File: config.mk
export PLATFORM = sky130hd
export DESIGN_NAME = button_click_hold_detector_unit
export DESIGN_NICKNAME = d
export VERILOG_FILES = /design/src/hdl/bchd_pkg.sv /design/src/hdl/bchd_core.sv /design/src/hdl/bchd_outq.sv /design/src/hdl/button_click_hold_detector_unit.sv
export SDC_FILE = /design/constraint.sdc
export NUM_CORES = 1
export LEC_CHECK = 0
export BUFFER_PORTS_ARGS = -buffer_cell sky130_fd_sc_hd__buf_2
export CAP_MARGIN = 20
export CORE_UTILIZATION = 35
export CTS_BUF_LIST = sky130_fd_sc_hd__clkbuf_4 sky130_fd_sc_hd__clkbuf_8
export CTS_CLUSTER_DIAMETER = 150
export DETAILED_ROUTE_END_ITERATION = 8
export GPL_ROUTABILITY_DRIVEN = 0
export MAX_ROUTING_LAYER = met4
export PLACE_DENSITY = 0.64
export SETUP_SLACK_MARGIN = 0.3
export SKIP_LAST_GASP = 1
export SYNTH_ARGS = -nofsm -noshare
export SYNTH_HDL_FRONTEND = slang
export SYNTH_SLANG_ARGS = --single-unit
File: constraint.sdc
create_clock -name clk -period 3.98 [get_ports clk]
set_clock_uncertainty 0.2 [all_clocks]
set_input_delay 0 -clock clk [delete_from_list [all_inputs] [get_ports clk]]
set_output_delay 0 -clock clk [all_outputs]
set_load 0.01 [all_outputs]
File: src/hdl/bchd_pkg.sv
// Shared types and constants for the button click/hold detector.
package bchd_pkg;

	localparam int CFG_W = 16;
	localparam int HOLD_W = 24;
	localparam int COUNT_W = 8;

	// register indexes on the configuration port
	localparam logic [1:0] REG_CLICK_WINDOW = 2'd0;
	localparam logic [1:0] REG_HOLD_THRESH = 2'd1;
	localparam logic [1:0] REG_COUNT_LIMIT = 2'd2;

	localparam logic [15:0] CLICK_WINDOW_RST = 16'd400;
	localparam logic [15:0] HOLD_THRESH_RST = 16'd400;
	localparam logic [7:0] COUNT_LIMIT_RST = 8'd8;

	// event codes
	localparam logic [1:0] EV_DOWN = 2'd0;
	localparam logic [1:0] EV_UP = 2'd1;
	localparam logic [1:0] EV_CLICK = 2'd2;
	localparam logic [1:0] EV_HOLD = 2'd3;

	// input command codes
	localparam logic CMD_TICK = 1'b0;
	localparam logic CMD_LEVEL = 1'b1;

	localparam int QDEPTH = 4;
	localparam int QAW = 2;

	typedef struct packed {
		logic command;
		logic level;
	} in_word_t;

	typedef struct packed {
		logic [1:0] event_kind;
		logic [COUNT_W-1:0] num_presses;
		logic [HOLD_W-1:0] hold_ms;
		logic last;
	} out_word_t;

	// results of one input word: how many (0..2) and the words themselves
	typedef struct packed {
		logic [1:0] n;
		out_word_t w0;
		out_word_t w1;
	} res_push_t;

endpackage

File: src/hdl/bchd_core.sv
// Gesture state registers, configuration registers and event generation.
module bchd_core #(
	parameter int TIME_BITS = 24
) (
	input logic clk,
	input logic arst_n,
	input logic in_accept,
	input bchd_pkg::in_word_t in_word,
	input logic cfg_we,
	input logic [1:0] cfg_index,
	input logic [bchd_pkg::CFG_W-1:0] cfg_data,
	output bchd_pkg::res_push_t push
);
	import bchd_pkg::*;

	localparam int CW = (TIME_BITS > HOLD_W) ? TIME_BITS : HOLD_W;
	localparam logic [TIME_BITS-1:0] TIME_MAX = {TIME_BITS{1'b1}};

	logic [15:0] click_window_q;
	logic [15:0] hold_thresh_q;
	logic [7:0] count_limit_q;

	logic held_q;
	logic window_open_q;
	logic [15:0] window_left_q;
	logic [7:0] press_count_q;
	logic [TIME_BITS-1:0] since_press_q;
	logic press_seen_q;

	logic held_d;
	logic window_open_d;
	logic [15:0] window_left_d;
	logic [7:0] press_count_d;
	logic [TIME_BITS-1:0] since_press_d;
	logic press_seen_d;

	logic [CW-1:0] since_ext;
	logic [HOLD_W-1:0] hold_val;
	logic hold_reached;
	logic may_count;
	out_word_t w_down, w_up, w_click, w_hold;

	always_comb begin
		since_ext = CW'(since_press_q);
		hold_val = (since_ext > CW'({HOLD_W{1'b1}})) ? {HOLD_W{1'b1}} : since_ext[HOLD_W-1:0];
		hold_reached = press_seen_q && (since_ext >= CW'(hold_thresh_q));
		may_count = ((count_limit_q == 8'd0) || (press_count_q < count_limit_q))
			&& (press_count_q != 8'hFF);
	end

	always_comb begin
		w_down = '{event_kind: EV_DOWN, num_presses: '0, hold_ms: '0, last: 1'b1};
		w_click = '{event_kind: EV_CLICK, num_presses: press_count_q, hold_ms: '0,
			last: 1'b1};
		w_up = '{event_kind: EV_UP, num_presses: '0, hold_ms: '0, last: !hold_reached};
		w_hold = '{event_kind: EV_HOLD, num_presses: press_count_q, hold_ms: hold_val,
			last: 1'b1};
	end

	always_comb begin
		held_d = held_q;
		window_open_d = window_open_q;
		window_left_d = window_left_q;
		press_count_d = press_count_q;
		since_press_d = since_press_q;
		press_seen_d = press_seen_q;
		push = '0;
		if (in_accept) begin
			if (in_word.command == CMD_TICK) begin
				if (since_press_q != TIME_MAX)
					since_press_d = since_press_q + 1'b1;
				if (window_open_q) begin
					// a window of zero closes on the next tick, same as one
					if (window_left_q <= 16'd1) begin
						window_left_d = '0;
						window_open_d = 1'b0;
						if (!held_q) begin
							push.n = 2'd1;
							push.w0 = w_click;
						end
					end else begin
						window_left_d = window_left_q - 1'b1;
					end
				end
			end else if (in_word.level) begin
				held_d = 1'b1;
				push.n = 2'd1;
				push.w0 = w_down;
				if (!window_open_q) begin
					press_count_d = 8'd1;
					window_open_d = 1'b1;
				end else if (may_count) begin
					press_count_d = press_count_q + 1'b1;
				end
				window_left_d = click_window_q;
				since_press_d = '0;
				press_seen_d = 1'b1;
			end else if (held_q) begin
				held_d = 1'b0;
				push.w0 = w_up;
				push.w1 = w_hold;
				push.n = hold_reached ? 2'd2 : 2'd1;
			end
		end
	end

	always_ff @(posedge clk or negedge arst_n) begin
		if (!arst_n) begin
			click_window_q <= CLICK_WINDOW_RST;
			hold_thresh_q <= HOLD_THRESH_RST;
			count_limit_q <= COUNT_LIMIT_RST;
			held_q <= 1'b0;
			window_open_q <= 1'b0;
			window_left_q <= '0;
			press_count_q <= '0;
			since_press_q <= '0;
			press_seen_q <= 1'b0;
		end else begin
			if (cfg_we) begin
				unique case (cfg_index)
					REG_CLICK_WINDOW: click_window_q <= cfg_data;
					REG_HOLD_THRESH: hold_thresh_q <= cfg_data;
					REG_COUNT_LIMIT: count_limit_q <= cfg_data[7:0];
					default: ;
				endcase
			end
			held_q <= held_d;
			window_open_q <= window_open_d;
			window_left_q <= window_left_d;
			press_count_q <= press_count_d;
			since_press_q <= since_press_d;
			press_seen_q <= press_seen_d;
		end
	end

	a_count_nonzero_open: assert property (@(posedge clk) disable iff (!arst_n)
		window_open_q |-> press_count_q != 8'd0)
		else $error("window open with zero press count");
	a_press_restarts: assert property (@(posedge clk) disable iff (!arst_n)
		(in_accept && in_word.command == CMD_LEVEL && in_word.level)
		|=> held_q && window_open_q && since_press_q == '0)
		else $error("press did not restart timers");
	a_hold_needs_held: assert property (@(posedge clk) disable iff (!arst_n)
		push.n == 2'd2 |-> held_q && in_word.command == CMD_LEVEL && !in_word.level)
		else $error("hold event without a release");

endmodule

File: src/hdl/bchd_outq.sv
// Result queue: takes up to two words a cycle, hands out one a cycle while out_stall is low.
module bchd_outq (
	input logic clk,
	input logic arst_n,
	input bchd_pkg::res_push_t push,
	output logic full,
	output logic out_valid,
	input logic out_stall,
	output bchd_pkg::out_word_t out_data
);
	import bchd_pkg::*;

	out_word_t mem_q [QDEPTH];
	logic [QAW-1:0] head_q, tail_q;
	logic [QAW:0] count_q;
	logic pop;
	logic [QAW-1:0] tail_p1;

	assign out_valid = count_q != '0;
	assign out_data = mem_q[head_q];
	assign pop = out_valid && !out_stall;
	assign tail_p1 = tail_q + 1'b1;
	// accept only while two free slots remain
	assign full = count_q > (QAW+1)'(QDEPTH - 2);

	always_ff @(posedge clk) begin
		if (push.n != 2'd0)
			mem_q[tail_q] <= push.w0;
		if (push.n == 2'd2)
			mem_q[tail_p1] <= push.w1;
	end

	always_ff @(posedge clk or negedge arst_n) begin
		if (!arst_n) begin
			head_q <= '0;
			tail_q <= '0;
			count_q <= '0;
		end else begin
			if (pop)
				head_q <= head_q + 1'b1;
			tail_q <= tail_q + QAW'(push.n);
			count_q <= count_q + (QAW+1)'(push.n) - (QAW+1)'(pop);
		end
	end

	a_no_overflow: assert property (@(posedge clk) disable iff (!arst_n)
		count_q <= (QAW+1)'(QDEPTH))
		else $error("result queue overflow");
	a_pop_drains: assert property (@(posedge clk) disable iff (!arst_n)
		(pop && push.n == 2'd0) |=> count_q == $past(count_q) - 1'b1)
		else $error("queue count did not drop on pop");
	a_last_order: assert property (@(posedge clk) disable iff (!arst_n)
		push.n == 2'd2 |-> !push.w0.last && push.w1.last)
		else $error("last flag misplaced in word pair");

endmodule

File: src/hdl/button_click_hold_detector_unit.sv
// Button click/hold detector: top level.
// Input channel in_valid/in_stall/in_data carries one word per tick or per
// button level report (command 0 = millisecond tick, 1 = level report).
// Output channel out_valid/out_stall/out_data gives gesture events: DOWN,
// UP, CLICK with press count, HOLD with press length; last marks the final
// event caused by one input word. An input word yields zero, one or two.
// Events of an accepted word are written into the result queue at the edge
// that accepts it; with the queue empty, the first is on the output after it.
// Throughput: one input word per cycle while the four-entry result queue
// has two free slots; the output drains one event per cycle while out_stall
// is low, so a burst of two-event words runs at the output rate.
// Output stall: events wait in the queue; in_stall rises once fewer than
// two slots are free and no input is lost.
// Configuration: cfg_we/cfg_index/cfg_data write click window, hold
// threshold and count limit; write only while the block is idle.
// Reset clears gesture state and queue and loads 400 ms, 400 ms and 8.
module button_click_hold_detector_unit #(
	parameter int TIME_BITS = 24
) (
	input logic clk,
	input logic arst_n,
	input logic in_valid,
	output logic in_stall,
	input bchd_pkg::in_word_t in_data,
	output logic out_valid,
	input logic out_stall,
	output bchd_pkg::out_word_t out_data,
	input logic cfg_we,
	input logic [1:0] cfg_index,
	input logic [bchd_pkg::CFG_W-1:0] cfg_data
);
	import bchd_pkg::*;

	logic in_accept;
	logic full;
	res_push_t push;

	assign in_stall = full;
	assign in_accept = in_valid && !full;

	bchd_core #(.TIME_BITS(TIME_BITS)) u_core (
		.clk(clk),
		.arst_n(arst_n),
		.in_accept(in_accept),
		.in_word(in_data),
		.cfg_we(cfg_we),
		.cfg_index(cfg_index),
		.cfg_data(cfg_data),
		.push(push)
	);

	bchd_outq u_outq (
		.clk(clk),
		.arst_n(arst_n),
		.push(push),
		.full(full),
		.out_valid(out_valid),
		.out_stall(out_stall),
		.out_data(out_data)
	);

endmodule

Word level (Yosys, flattened, before mapping)
Memories as Yosys holds them, arrays and structs flattened.
Cells that the tools add are included.
{ "word_totals": {"register_bits": 98, "ram_bits": 140, "inputBits": 25, "output_inout_bits": 37, "elab_cells": 85, "mem_count": 1} }
{ "memory_table": {"columns": ["name", "words", "word_bits", "rd", "rd_clocked_by_memory_dff", "wr", "line_no", "source"], "rows": [
  ["u_outq.mem_q", 4, 35, 1, 0, 2, "bchd_outq.sv:13", "out_word_t mem_q [QDEPTH];"]
]} }
{ "op_classes": {"add_sub_neg": 8, "order_cmp": 5, "n_eq_ne": 7, "mux": 29, "n_reduce_logical": 23} }
{ "ops": {"columns": ["op", "n"], "rows": [
  ["two-way mux 37 bit", 4],
  ["two-way mux 72 bit", 2],
  ["two-way mux 24 bit", 4],
  ["two-way mux 35 bit", 2],
  ["two-way mux 16 bit", 4],
  ["two-way mux 36 bit", 1],
  ["adder 24 x 1 -> 24 bit (second input constant)", 1],
  [">= comparator 24 x 16 -> 1 bit", 1],
  ["greater-than comparator 24 bit (second input constant)", 1],
  ["!= test 24 bit (second input constant)", 1],
  ["<= comparator 16 x 1 -> 1 bit (second input constant)", 1],
  ["two-way mux 8 bit", 2],
  ["subtractor 16 x 1 -> 16 bit (second input constant)", 1],
  ["AND reduction 2 bit", 5],
  ["two-way mux 1 bit", 9],
  ["AND reduction 3 bit", 3],
  ["adder 8 x 1 -> 8 bit (second input constant)", 1],
  ["logical NOT 8 bit", 1],
  ["less-than comparator 8 bit", 1],
  ["!= test 8 bit (second input constant)", 1],
  ["nonzero test 2 bit", 3],
  ["adder 2 x 1 -> 2 bit (second input constant)", 2],
  ["== test 2 bit (second input constant)", 2],
  ["logical AND 1 bit", 4],
  ["other kinds (12)", 15]
]} }

Depth between registers and ports, before layout
{ "logic_depth": {"ltp_word": 10, "mapped_depth": 13, "depth_no_buf": 11} }

By module
From an unflattened synthesis, not the netlist that was laid out.
{ "unflattened": {"hier_cells": 960, "hier_area_um2": 12996.2} }
{ "by_module_without_submodules": {"columns": ["mod", "instances", "cells_each", "area_per_inst_um2", "seq_area_each_um2"], "rows": [
  ["bchd_outq", 1, 380, 7295.7, 4379.2],
  ["bchd_core", 1, 579, 5686.7, 2285.9],
  ["button_click_hold_detector_unit", 1, 1, 13.8, 0.0]
]} }

Least setup slack after synthesis
OpenSTA, ideal clock, no wires.
{ "synth_timing": {"path_type": "reg-to-reg", "startpoint": "register u_core.since_press_q[0], in the netlist u_core.since_ext[0]", "endpoint": "memory u_outq.mem_q[1][0] (netlist name) (enable)", "setup_time_ns": 0.440, "t_arrival_ns": 3.672, "required_time_ns": 3.340, "path_slack_ns": -0.332, "path_stages_with_launch": 11, "path_buffers": 2, "synth_period_minus_slack_ns": 4.312, "path_cell_list": "dfrtp_1 -> inv_1 -> ha_1 -> nor3b_1 -> o21ai_0 -> nor3b_1 -> o31a_1 -> clkbuf_1 -> o31a_1 -> buf_2 -> o22ai_1"} }
{ "synth_rtl": {"columns": ["element", "line_no", "source"], "rows": [
  ["start: declaration", "bchd_core.sv:27", "logic [TIME_BITS-1:0] since_press_q;"],
  ["start signal: assignment", "bchd_core.sv:131", "since_press_q <= since_press_d;"],
  ["end: declaration", "bchd_outq.sv:13", null]
]} }

==> results.cfg <==
[global_routing]
grt_pass1_wl_mm = 42.8
antenna_found_initial = 0
grt_pass1_vias = 7806
grt_max_degree = 61
gr-total-overflow = 0
grt.total_usage_pct = 16.7

[cts]
cts_sinks = 238
worst_skew_pair.late_latency_ns = 0.54
cts_buffer_depth = 3
cts_made_buffers = 39
clockRootBuffer = clkbuf_8
postCtsSetupBuffers = 0
htree_num_levels = 2
cts_tree = yes
path_clk_slew_ns = 0.07

[drt]
routed-wl-met2_mm = 12.5
drtAntennaViolNets = 0
highest_layer = met4
viasPerCell = 5.10
routed_wl_mm = 26.5
drt_pre_antenna_iters = 5
met1_length_mm = 12.3
wl_met3_mm = 1.38
drt_iter0_drc = 524
vias = 7652
drcViolationCount = 0
wl_per_cell_um = 17.7

[sta]
rsz0062_at_grt = no
report.final.slew_viol_count = 0
worstMarginPinSlew_ns = 1.02
period_share_pct = 84.4
hold_violations = 0
finalSetupViolations = 0
slew_headroom_pct = 31.9
fmax_ghz = 0.298
finalCriticalPeriod_ns = 3.36
setup_tns_ns = 0

[placement]
io_buffers = 61
dp_hpwl_mm = 16.7
place_area_um2 = 12300

[pwr]
p_leak_nw = 5.02
pwr_density_cell_nw_per_um2 = 548
ir_drop_uv = 354

[setup_path]
setup.worst_path.start_class = flip-flop
crit_chain = ha_1 > a21oi_1 > nor2b_1 > o21ai_0 > nand4_1 > o31a_1 > o22ai_4 > buf_4
cp_slowest_cell = o31a_1
worstPathMaxFanout = 35
r2r.worst_path.cells = 8
cp_data_arrival_time_ns = 3.32
crit_type = flip-flop to flip-flop
worst_path_largest_cell_delay_ns = 0.56
crit_path_end_kind = flip-flop
cp.required_ns = 3.95

[layout]
antenna-diode-count = 0
finalNetCount = 1091
syn2layout_area_growth_pct = 17.0
fin_area_um2 = 13400
fillerInstances = 3023
drive_above_1_share_pct = 24.0

[synth]
syn_area_per_cell_um2 = 12.3
syn_inst = 931
async_flop_share_pct = 41.2
synth_edf_count = 140
synth_compound_area_share_pct = 8.01
syn_area_um2 = 11500
yosys_warnings = 0
synth_fa_ha_area_share_pct = 3.56
synth_top_family_by_area = simple AND/OR/NAND/NOR gates
synth_xor_area_share_pct = 2.14
ys_ff_latch = 238
yosys_most_used_dff = edfxtp_1
synthSimpleGateAreaFrac_pct = 13.6
ys_types = 65
synth_mux_area_share_pct = 11.2
syn-num-nets = 988
synth.yosys.seq_area_share_pct = 58.2

[worst_hold_path]
hp-class = primary input to flip-flop
min_delay_path_depth = 3

[floorplan]
start_util_pct = 35.9
fp-row-count = 65
die_h_um = 183
fp.coreArea_um2 = 31900
dieWidth_um = 183
ios = 62
dieArea_um2 = 33500

[flow_run]
drv_cap = 0

[run_status]
status = completed
[per-layer routing]
layer | global-route usage (%) | vias to the layer above
met3 | 2.78 | 36
met2 | 25.8 | 205
met5 | - | -
met4 | 3.87 | 0
li1 | - | 3603
met1 | 23.2 | 3808
[through the flow]
step	setup WS [ns]	power, mW	hold slack (ns)	std cells	utilization (%)
floorplan	-0.226	4.58	-0.496	931	-
global placement	0.678	5.22	-0.0298	1398	38.6
detailed placement	0.633	5.27	-0.0273	1398	38.6
CTS	0.576	7.45	0.0303	1499	42.0
global route	0.303	7.77	0.0436	1499	42.0
finish	0.622	7.34	0.0616	1499	42.0
[sequential cells by signal, summed over array words and instances (netlist names)]
| register | cells |
|---|---|
| u_outq.head_q | 2 |
| u_core.press_seen_q | 1 |
| u_core.hold_thresh_q | 16 |
| u_core.window_left_q | 16 |
| u_core.since_ext | 24 |
| u_outq.tail_q | 2 |
| u_core.window_open_q | 1 |
| u_outq.mem_q | 140 |
| u_core.press_count_q | 8 |
| u_core.count_limit_q | 8 |
| u_outq.count_q | 3 |
| u_core.click_window_q | 16 |
| u_core.held_q | 1 |
[where the power goes]
part / total [mW] / internal [mW] / switching, mW
sequential: 3.33 / 2.97 / 0.365
combinational: 1.89 / 0.931 / 0.964
clock: 2.12 / 1.11 / 1.00
[timing repair]
item | 4_1_cts | 5_1_grt
hold buffers | 30 | 0
resized for setup | 0 | 1
hold endpoints to repair | 133 | 0
endpoints found under the setup margin | 0 | 30
[cell families after synthesis]
group,count (synthesis)
mux,79
xor+xnor,28
flops,238
buf+inv,91
fa+ha+maj,32
simple gates,332
compound gates,131
[synth_stat cells (3+ instances only)]
cell type / number / area, um^2
edfxtp_1: 140 / 4200
nor2_1: 140 / 526
dfrtp_1: 91 / 2280
nand2_1: 82 / 308
mux2_2: 40 / 450
inv_1: 39 / 146
mux4_2: 35 / 788
o21ai_0: 34 / 170
ha_1: 31 / 388
clkbuf_1: 27 / 101
a21boi_1: 25 / 188
nand3_1: 22 / 110
buf_2: 21 / 105
a21oi_1: 20 / 100
xor2_1: 16 / 140
nand4_1: 14 / 87.6
xnor2_1: 12 / 105
nor3_1: 11 / 55.1
and3_1: 10 / 62.6
nor3b_1: 10 / 75.1
a21boi_0: 9 / 67.6
nor4_1: 8 / 50.1
dfstp_2: 7 / 184
nand2b_1: 7 / 43.8
nor2b_1: 6 / 37.5
a31oi_1: 4 / 25.0
a32oi_1: 4 / 35.0
and4_1: 4 / 35.0
mux2i_1: 4 / 40.0
o2111ai_2: 4 / 60.1
o211ai_1: 4 / 30.0
a221o_1: 3 / 30.0
nor4_2: 3 / 37.5
o31a_1: 3 / 26.3
[worst paths after layout]
kind | start | endpoint | slack, ns
setup / recovery | u_core.since_ext[13] | u_outq.mem_q[1][11] | 0.62
hold / removal | cfg_data[11] | u_core.hold_thresh_q[11] | 0.06
min in group asynchronous | arst_n | u_core.hold_thresh_q[4] | 0.36
hold reg to reg | u_core.click_window_q[3] | u_core.window_left_q[3] | 0.29
setup reg to reg | u_core.since_ext[13] | u_outq.mem_q[1][11] | 0.62
max in group asynchronous | arst_n | u_core.hold_thresh_q[8] | 2.72
[cell type report]
| type | instances | area [um^2] | area share (%) |
|---|---|---|---|
| clock buffers | 55 | 682 | 5.09 |
| flip-flops and latches | 238 | 6670 | 49.7 |
| inverters | 39 | 146 | 1.09 |
| well taps | 435 | 544 | 4.06 |
| repair buffers | 114 | 827 | 6.17 |
| multi-input cells | 602 | 4460 | 33.2 |
| clock inverters | 16 | 80.1 | 0.598 |
[worst max-delay path: cells and delay by family (launching register included)]
kind                       cells  cell delay (ns)
and+or+nand+nor                2             0.41
AOI/OAI and AO/OA              4             1.10
DFF                            1             0.45
buffers and inverters          1             0.47
adders and majority gates      1             0.34
[placed cells by master, fill, tap and decap left out, types with 29 or more instances in the layout]
cell | Yosys | layout
edfxtp_1 | 140 | 140
mux2_2 | 40 | 40
dfrtp_1 | 91 | 90
ha_1 | 31 | 30
nand2_1 | 82 | 82
nor2_1 | 140 | 139
buf_2 | 21 | 60
inv_1 | 39 | 39
mux4_2 | 35 | 35
clkbuf_8 | 0 | 43
o21ai_0 | 34 | 32
dlygate4sd3_1 | 0 | 29
Power figures use the tool's default switching activity.
